===== config.mk =====
export PLATFORM = sky130hd
export DESIGN_NAME = pip_cross_unit
export DESIGN_NICKNAME = d
export VERILOG_FILES = /design/src/rtl/pip_pkg.sv /design/src/rtl/pip_cross_unit.sv
export SDC_FILE = /design/constraint.sdc
export NUM_CORES = 2
export LEC_CHECK = 0
export BUFFER_PORTS_ARGS = -buffer_cell sky130_fd_sc_hd__buf_2
export CELL_PAD_IN_SITES_DETAIL_PLACEMENT = 1
export CELL_PAD_IN_SITES_GLOBAL_PLACEMENT = 1
export CORE_MARGIN = 1
export CORE_UTILIZATION = 46
export CTS_CLUSTER_DIAMETER = 60
export CTS_CLUSTER_SIZE = 12
export DETAILED_ROUTE_END_ITERATION = 10
export PLACE_DENSITY = 0.81
export SYNTH_ARGS = -nofsm -noshare
export SYNTH_HDL_FRONTEND = slang
export SYNTH_SLANG_ARGS = --single-unit

===== constraint.sdc =====
create_clock -name clock -period 21.9 [get_ports clock]
set_input_delay 1.095 -clock clock [delete_from_list [all_inputs] [get_ports clock]]
set_output_delay 1.095 -clock clock [all_outputs]
set_load 0.005 [all_outputs]

===== src/rtl/pip_pkg.sv =====
// ----------------------------------------------------------------------------
// pip_pkg: shared types and constants of the point-in-polygon test unit
//
// Function codes, sequencer states, the chunk width of the shared multiplier
// and the control and status bundles between the sequencer and the
// crossing unit.
// ----------------------------------------------------------------------------
package pip_pkg;

   // Field widths fixed by the interface.
   localparam int VCOUNT_WIDTH = 7;
   localparam int VINDEX_WIDTH = 6;

   // Width of the multiplier digit that the crossing unit consumes per cycle.
   localparam int CHUNK_WIDTH = 16;

   // Function codes of an input beat.
   localparam logic FUNC_LOAD = 1'b0;
   localparam logic FUNC_TEST = 1'b1;

   // Sequencer states of the top level.
   typedef enum logic [2:0] {
      ST_IDLE,
      ST_READ,
      ST_SETUP,
      ST_MUL,
      ST_RESULT
   } pip_state_type;

   // Start command and operand signs for one edge crossing test.
   typedef struct packed {
      logic start;
      logic lhs_neg;
      logic rhs_neg;
      logic d_pos;
   } pip_mac_ctrl_type;

   // Completion pulse and verdict of one edge crossing test.
   typedef struct packed {
      logic done;
      logic crosses;
   } pip_mac_stat_type;

endpackage


===== src/rtl/pip_cross_unit.sv =====
// ----------------------------------------------------------------------------
// pip_cross_unit: iterative exact edge crossing test
//
// Computes the sign of lhs - rhs, where lhs and rhs are products of two
// coordinate differences given as magnitudes and signs. One multiplier of
// COORD_WIDTH by CHUNK_WIDTH bits is reused over the digits of both products;
// each partial product is registered and then added into one accumulator.
// ----------------------------------------------------------------------------
module pip_cross_unit #(
   parameter int COORD_WIDTH = 32
) (
   input  logic                          clock,
   input  logic                          reset,
   input  pip_pkg::pip_mac_ctrl_type     ctrl,
   input  logic [COORD_WIDTH-1:0]        lhs_a,
   input  logic [COORD_WIDTH-1:0]        lhs_b,
   input  logic [COORD_WIDTH-1:0]        rhs_a,
   input  logic [COORD_WIDTH-1:0]        rhs_b,
   output pip_pkg::pip_mac_stat_type     status
);

   localparam int CHW    = pip_pkg::CHUNK_WIDTH;
   localparam int NCHUNK = (COORD_WIDTH + CHW - 1) / CHW;
   localparam int PADW   = NCHUNK * CHW;
   localparam int CKW    = (NCHUNK > 1) ? $clog2(NCHUNK) : 1;
   localparam int PPW    = COORD_WIDTH + CHW;
   localparam int ACCW   = 2 * COORD_WIDTH + 2;
   localparam logic [CKW-1:0] LAST_CHUNK = CKW'(NCHUNK - 1);

   // Control state.
   logic             busy_ff, busy_in;
   logic             sel_ff;
   logic [CKW-1:0]   chunk_ff;
   logic             pp_valid_ff, pp_valid_in;
   logic             pp_last_ff;
   logic             fin_ff, fin_in;

   // Operands and datapath.
   logic [COORD_WIDTH-1:0] lhs_a_ff, rhs_a_ff, rhs_b_ff;
   logic [PADW-1:0]        b_sh_ff;
   logic                   lhs_neg_ff, rhs_neg_ff, d_pos_ff;
   logic [PPW-1:0]         pp_ff;
   logic [CKW-1:0]         pp_chunk_ff;
   logic                   pp_neg_ff;
   logic signed [ACCW-1:0] acc_ff;

   logic [COORD_WIDTH-1:0] mul_a;
   logic [PPW-1:0]         mul_p;
   logic [ACCW-1:0]        term;
   logic                   last_step;

   // One digit product per busy cycle: the first product, then the second.
   assign mul_a     = sel_ff ? rhs_a_ff : lhs_a_ff;
   assign mul_p     = PPW'(mul_a) * PPW'(b_sh_ff[CHW-1:0]);
   assign last_step = busy_ff && sel_ff && (chunk_ff == LAST_CHUNK);

   // Registered partial product aligned to its digit position.
   assign term = ACCW'(pp_ff) << (pp_chunk_ff * CHW);

   // Control next values.
   always_comb begin
      busy_in     = busy_ff;
      pp_valid_in = busy_ff;
      fin_in      = pp_valid_ff && pp_last_ff;
      if (ctrl.start) begin
         busy_in = 1'b1;
      end else if (last_step) begin
         busy_in = 1'b0;
      end
   end

   always_ff @(posedge clock) begin
      if (reset) begin
         busy_ff     <= 1'b0;
         pp_valid_ff <= 1'b0;
         fin_ff      <= 1'b0;
      end else begin
         busy_ff     <= busy_in;
         pp_valid_ff <= pp_valid_in;
         fin_ff      <= fin_in;
      end
   end

   // Operand capture and digit walk.
   always_ff @(posedge clock) begin
      if (ctrl.start) begin
         lhs_a_ff   <= lhs_a;
         rhs_a_ff   <= rhs_a;
         rhs_b_ff   <= rhs_b;
         b_sh_ff    <= PADW'(lhs_b);
         lhs_neg_ff <= ctrl.lhs_neg;
         rhs_neg_ff <= ctrl.rhs_neg;
         d_pos_ff   <= ctrl.d_pos;
         sel_ff     <= 1'b0;
         chunk_ff   <= '0;
      end else if (busy_ff) begin
         if (chunk_ff == LAST_CHUNK) begin
            sel_ff   <= 1'b1;
            chunk_ff <= '0;
            b_sh_ff  <= PADW'(rhs_b_ff);
         end else begin
            chunk_ff <= chunk_ff + 1'b1;
            b_sh_ff  <= b_sh_ff >> CHW;
         end
      end
   end

   // Partial product register. The second product enters with negated sign.
   always_ff @(posedge clock) begin
      pp_ff       <= mul_p;
      pp_chunk_ff <= chunk_ff;
      pp_neg_ff   <= sel_ff ? !rhs_neg_ff : lhs_neg_ff;
      pp_last_ff  <= last_step;
   end

   // Accumulator of lhs - rhs.
   always_ff @(posedge clock) begin
      if (ctrl.start) begin
         acc_ff <= '0;
      end else if (pp_valid_ff) begin
         acc_ff <= pp_neg_ff ? (acc_ff - $signed(term)) : (acc_ff + $signed(term));
      end
   end

   // The edge counts when lhs < rhs for a rising edge, lhs > rhs otherwise.
   assign status.done    = fin_ff;
   assign status.crosses = d_pos_ff ? acc_ff[ACCW-1]
                                    : (!acc_ff[ACCW-1] && (acc_ff != '0));

   a_start_when_free: assert property (@(posedge clock) disable iff (reset)
      ctrl.start |-> (!busy_ff && !pp_valid_ff && !fin_ff))
      else $error("crossing unit started while a test was in flight");

   a_done_after_drain: assert property (@(posedge clock) disable iff (reset)
      status.done |-> (!busy_ff && !pp_valid_ff))
      else $error("crossing verdict given before all digits were added");

   a_done_follows_last: assert property (@(posedge clock) disable iff (reset)
      last_step |=> ##1 status.done)
      else $error("crossing verdict missing after the last digit");

endmodule


-- After elaboration in Yosys (flattened, before gate mapping)
Cells that the tools add are included.
- flip-flop bits (word level): 253
- input port bits: 134
- output and inout bits: 2
- logic and storage cells: 42
- $add $sub $neg: 3
- $mul: 1
- shifts and indexed selects: 1
- multiplexer cells: 10
- reductions and logical operators: 10
- operators by type and width (cell ; number):
    $mux 32 ; 4
    $add 66x66->66 ; 1
    $mux 66 ; 1
    $reduce_bool 66->1 ; 1
    $shl 48x5->66 ; 1
    $sub 66x66->66 ; 1
    $mul 32x16->48 ; 1
    $mux 1 ; 5
    $logic_and 1x1->1 ; 4
    $reduce_bool 2->1 ; 2
    $logic_not 1->1 ; 2
    $reduce_and 2->1 ; 1
    $add 1x1->1 const B ; 1

-- Longest topological paths before layout
- word-level depth: 4
- depth in mapped cells: 31
- gate-level depth less buffers: 24

-- Worst setup path before layout
Ideal clock, no wire load.
- path kind: reg-to-reg
- start: reg sel_ff
- end: reg pp_ff[38]
- setup time: 0.122 ns
- arrival: 7.015 ns
- required time: 21.778 ns
- slack: 14.763 ns
- cell stages (with the launch flop): 27
- path buffers: 4
- clock period less this slack: 7.137 ns
- cells stage by stage: dfxtp_1 > clkbuf_1 > buf_1 > mux2_2 > clkbuf_1 > and2_1 > fa_1 > inv_1 > fa_1 > inv_1 > fa_1 > fa_1 > fa_1 > inv_1 > fa_1 > inv_1 > ha_1 > clkbuf_1 > a21o_1 > or3_1 > a221oi_1 > o31a_1 > o31ai_1 > o2111a_1 > o21ai_0 > a21oi_1 > a311o_1
- longest elaborated chain between the ends: 2
- RTL lines (element ; RTL line ; text):
    start: declaration ; pip_cross_unit.sv:32 ; logic sel_ff;
    start signal: assignment ; pip_cross_unit.sv:94 ; sel_ff <= 1'b0;
    start signal: assignment ; pip_cross_unit.sv:98 ; sel_ff <= 1'b1;
    $mux 32 ; pip_cross_unit.sv:53 ; assign mul_a = sel_ff ? rhs_a_ff : lhs_a_ff;
    $mul 32x16->48 ; pip_cross_unit.sv:54 ; assign mul_p = PPW'(mul_a) * PPW'(b_sh_ff[CHW-1:0]);
    via mul_p[38] ; pip_cross_unit.sv:48 ; logic [PPW-1:0] mul_p;
    end signal: assignment ; pip_cross_unit.sv:110 ; pp_ff <= mul_p;
    end: declaration ; pip_cross_unit.sv:42 ; logic [PPW-1:0] pp_ff;
The timed path passes the listed nets, and every way through them passes these cells.
A chain may end at the register's enable or synchronous reset.

-- Worst setup path in the final report
- start: reg sel_ff
- end: reg pp_ff[45]
Same word-level chain as after synthesis.

==> metrics.md <==
| Metric | Value |
|---|---|
| Hold-fix buffers, CTS | `0` |
| Post-CTS setup buffers | `0` |
| I/O Buffers | `135` |
| CP Capture Point | `pp_ff[45]` |
| DRT iter0 DRCs | `1311` |
| Placed Instance Area | `~32000 um2` |
| Yosys reg bits | `253` |
| Antenna Nets Post-Route | `0` |
| Clock tree sinks | `about 250` |
| Setup violators final | `0` |
| CP max-delay cell | `mux2_2` |
| Maxcap violations | `0` |
| Clock transition at the registers of the reported paths | `~0.060 ns` |
| Number of synthesized flops with an enable pin | `131` |
| Vias | `24700` |
| Total GRT Usage | `0.280` |
| Worst skew pair latency | `0.57 ns` |
| Cell with the most instances after synthesis | `inv_1` |
| Vias per cell | `5.71` |
| Sequential fraction of the synthesis area | `0.206` |
| Die ar. | `slightly below 70000 um2` |
| Largest net degree at the start of global routing | `146` |
| Ports | `136` |
| Top-area cell type share of the netlist area | `0.271` |
| Cts repair resizes | `0` |
| H-tree depth | `2` |
| Worst R2R Path Depth | `24` |
| Dominant synthesized flop cell | `edfxtp_1` |
| Initial Utilization | `0.468` |
| Max Buffers Root-to-Sink | `3` |
| Die Wd | `261 um` |
| Syn nets | `4150` |
| Layout cells sized above 1 | `0.0839` |
| Crit path depth | `24` |
| Worst path top cell family by delay | `adder cells` |
| Max Slew Vio Count | `0` |
| Fraction of registers with async set or reset after synthesis | `0` |
| CTS buffer count | `36` |
| Post-synthesis cell type count | `78` |
| Syn avg cell area | `9.07 um2` |
| Critical path arrival | `7.97 ns` |
| Hold path depth | `2` |
| Worst Tran Pin Value | `0.978 ns` |
| CTS root buf | `clkbuf_16` |
| Fin. Hold Viols | `0` |
| Critical path launch point type | `flop` |
| Endpoint type of the worst setup path | `flop` |
| Most common cell on crit path | `fa_1` |
| Antenna violations before repair | `1` |
| Final Cell Area | `~33000 um2` |
| Worst r2r src | `sel_ff` |
| Final setup TNS | `0 ns` |
| Final Core Density | `0.506` |
| Hold Path Class | `reg -> reg` |
| Reg2Reg Capture Point | `pp_ff[45]` |
| RSZ-0062 raised after global routing | `false` |
| Synthesized area | `roughly 31000 um2` |
| Fmax | `0.133 GHz` |
| Slack of the worst reg-to-reg path | `roughly 14 ns` |
| Layout Nets | `4168` |
| Outcome | `completed` |
| Yosys warnings | `0` |
| Total Wirelength | `between 90 and 100 mm` |
| Layout Area Growth over Synthesis | `8.04%` |
| Fin crit period | `roughly 7.5 ns` |
| First-pass GRT wire length | `approximately 150 mm` |
| Crit path kind | `reg -> reg` |
| CP peak stage delay | `0.55 ns` |
| Critical path peak fanout | `36` |
| Top post-synthesis cells by area | `fa_1, edfxtp_1, dfxtp_1, ha_1, inv_1` |
| Top cells by count, synth | `inv_1, nand2_1, fa_1` |
| Overflow after GRT | `0` |
| Worst path cell trace | `buf_4 -> mux2_2 -> and2_1 -> fa_1 -> inv_1 -> fa_1 -> fa_1 -> inv_1 -> fa_1 -> fa_1 -> inv_1 -> fa_1 -> inv_1 -> ha_1 -> a21o_1 -> a21o_1 -> a21oi_1 -> nand2b_1 -> o211ai_1 -> a211oi_1 -> or2_2 -> a31oi_1 -> o21ai_0 -> xor2_1` |
| WL/cell | `21.7 um` |
| Chip Height | `261 um` |
| Clk_skew | `0.0326 ns` |
| Num rows | `94` |
| CTS tree | `yes` |
| Drt pass-1 iters | `7` |
| Synth area leader | `fa_1` |
| Synth Instances | `3411` |
| Final HPWL DP | `72.6 mm` |
| Residual DRC count | `0` |
| Core area | `66100 um2` |
| Vias in the first global route | `27200` |
| Worst path bufs/invs | `5` |
| Critical Path RT | `22.34 ns` |
| Period utilization | `0.344` |
| Antenna diodes | `0` |
| Worst Setup SP | `sel_ff` |
| Gp weighted congestion | `0.924` |
| Slew margin rel. | `0.331` |
-- sequential cells by signal (all words and copies together), names as in the netlist, 32 cells and up --
register and cells:
pp_ff 48, rhs_b_ff 32, b_sh_ff 32, acc_ff 66, lhs_a_ff 32, rhs_a_ff 32
-- metal layers --
layer,track usage,up-vias,wire (um)
li1,-,11200,-
met1,0.350,12600,39300
met2,0.486,698,46100
met3,0.0453,214,4930
met4,0.0995,2,3280
met5,0,-,10
-- cells in the final DEF (no fill, tap or decap), types with 25 or more instances in the layout --
cell / count
mux2i_1: 79
xor2_1: 75
o21ai_0: 101
dfxtp_1: 118
nor2b_1: 25
a31oi_1: 26
clkbuf_16: 38
nand4_1: 31
fa_1: 419
nor2_1: 177
buf_2: 134
nor3_1: 38
nand2b_1: 29
mux2_2: 35
edfxtp_1: 131
inv_1: 462
and2_1: 232
a21o_1: 90
xnor2_1: 67
a21oi_1: 165
ha_1: 186
nand2_1: 439
-- cells by family (layout without fill, tap and decap cells) --
group	count (synthesis)	count (layout)	share of synthesized area
simple gates	1094	1094	0.171
buf+inv	642	688	0.0788
fa+ha+maj	605	605	0.346
compound gates	561	561	0.119
flops	253	253	0.206
xor+xnor	142	142	0.0402
mux	114	114	0.0383
-- through the flow --
| stage | instances | setup WS (ns) | hold slack, ns |
|---|---|---|---|
| 3_5_place_dp | 4255 | 14.38 | 0.446 |
| 2_1_floorplan | 3411 | 14.76 | 0.357 |
| 3_3_place_gp | 4255 | 14.61 | 0.425 |
| 5_1_grt | 4321 | 14.03 | 0.459 |
| 6_report | 4321 | 14.37 | 0.445 |
| 4_1_cts | 4321 | 14.34 | 0.454 |
-- how the worst min path moves through the flow --
stage,from,end,slack [ns]
2_1_floorplan,chunk_ff,pp_chunk_ff,0.36
3_3_place_gp,rhs_neg_ff,pp_neg_ff,0.43
3_5_place_dp,rhs_neg_ff,pp_neg_ff,0.45
4_1_cts,rhs_neg_ff,pp_neg_ff,0.45
5_1_grt,rhs_neg_ff,pp_neg_ff,0.46
6_report,pp_last_ff,fin_ff,0.44
-- worst register-to-register path, delay by kind of cell, from the launching register on --
| kind | cells | cell delay, ns |
|---|---|---|
| AOI/OAI and AO/OA | 7 | 1.64 |
| xor gates and xnor gates | 1 | 0.19 |
| adders and majority gates | 7 | 3.34 |
| buffers and inverters | 5 | 0.66 |
| DFF | 1 | 0.31 |
| muxes | 1 | 0.62 |
| and+or+nand+nor | 3 | 0.65 |
-- final cells by class --
type	instances	area, um2
inverter	462	1730
clock buffer	47	1010
tap	864	1080
clock inverter	19	203
fill	7700	32700
sequential	253	6380
multi-input combinational	2516	22100
timing repair buffer	160	885
Power is left out: the tool's default activity adds up to more than one toggle a clock period on the data nets, which glitch-free logic cannot reach.
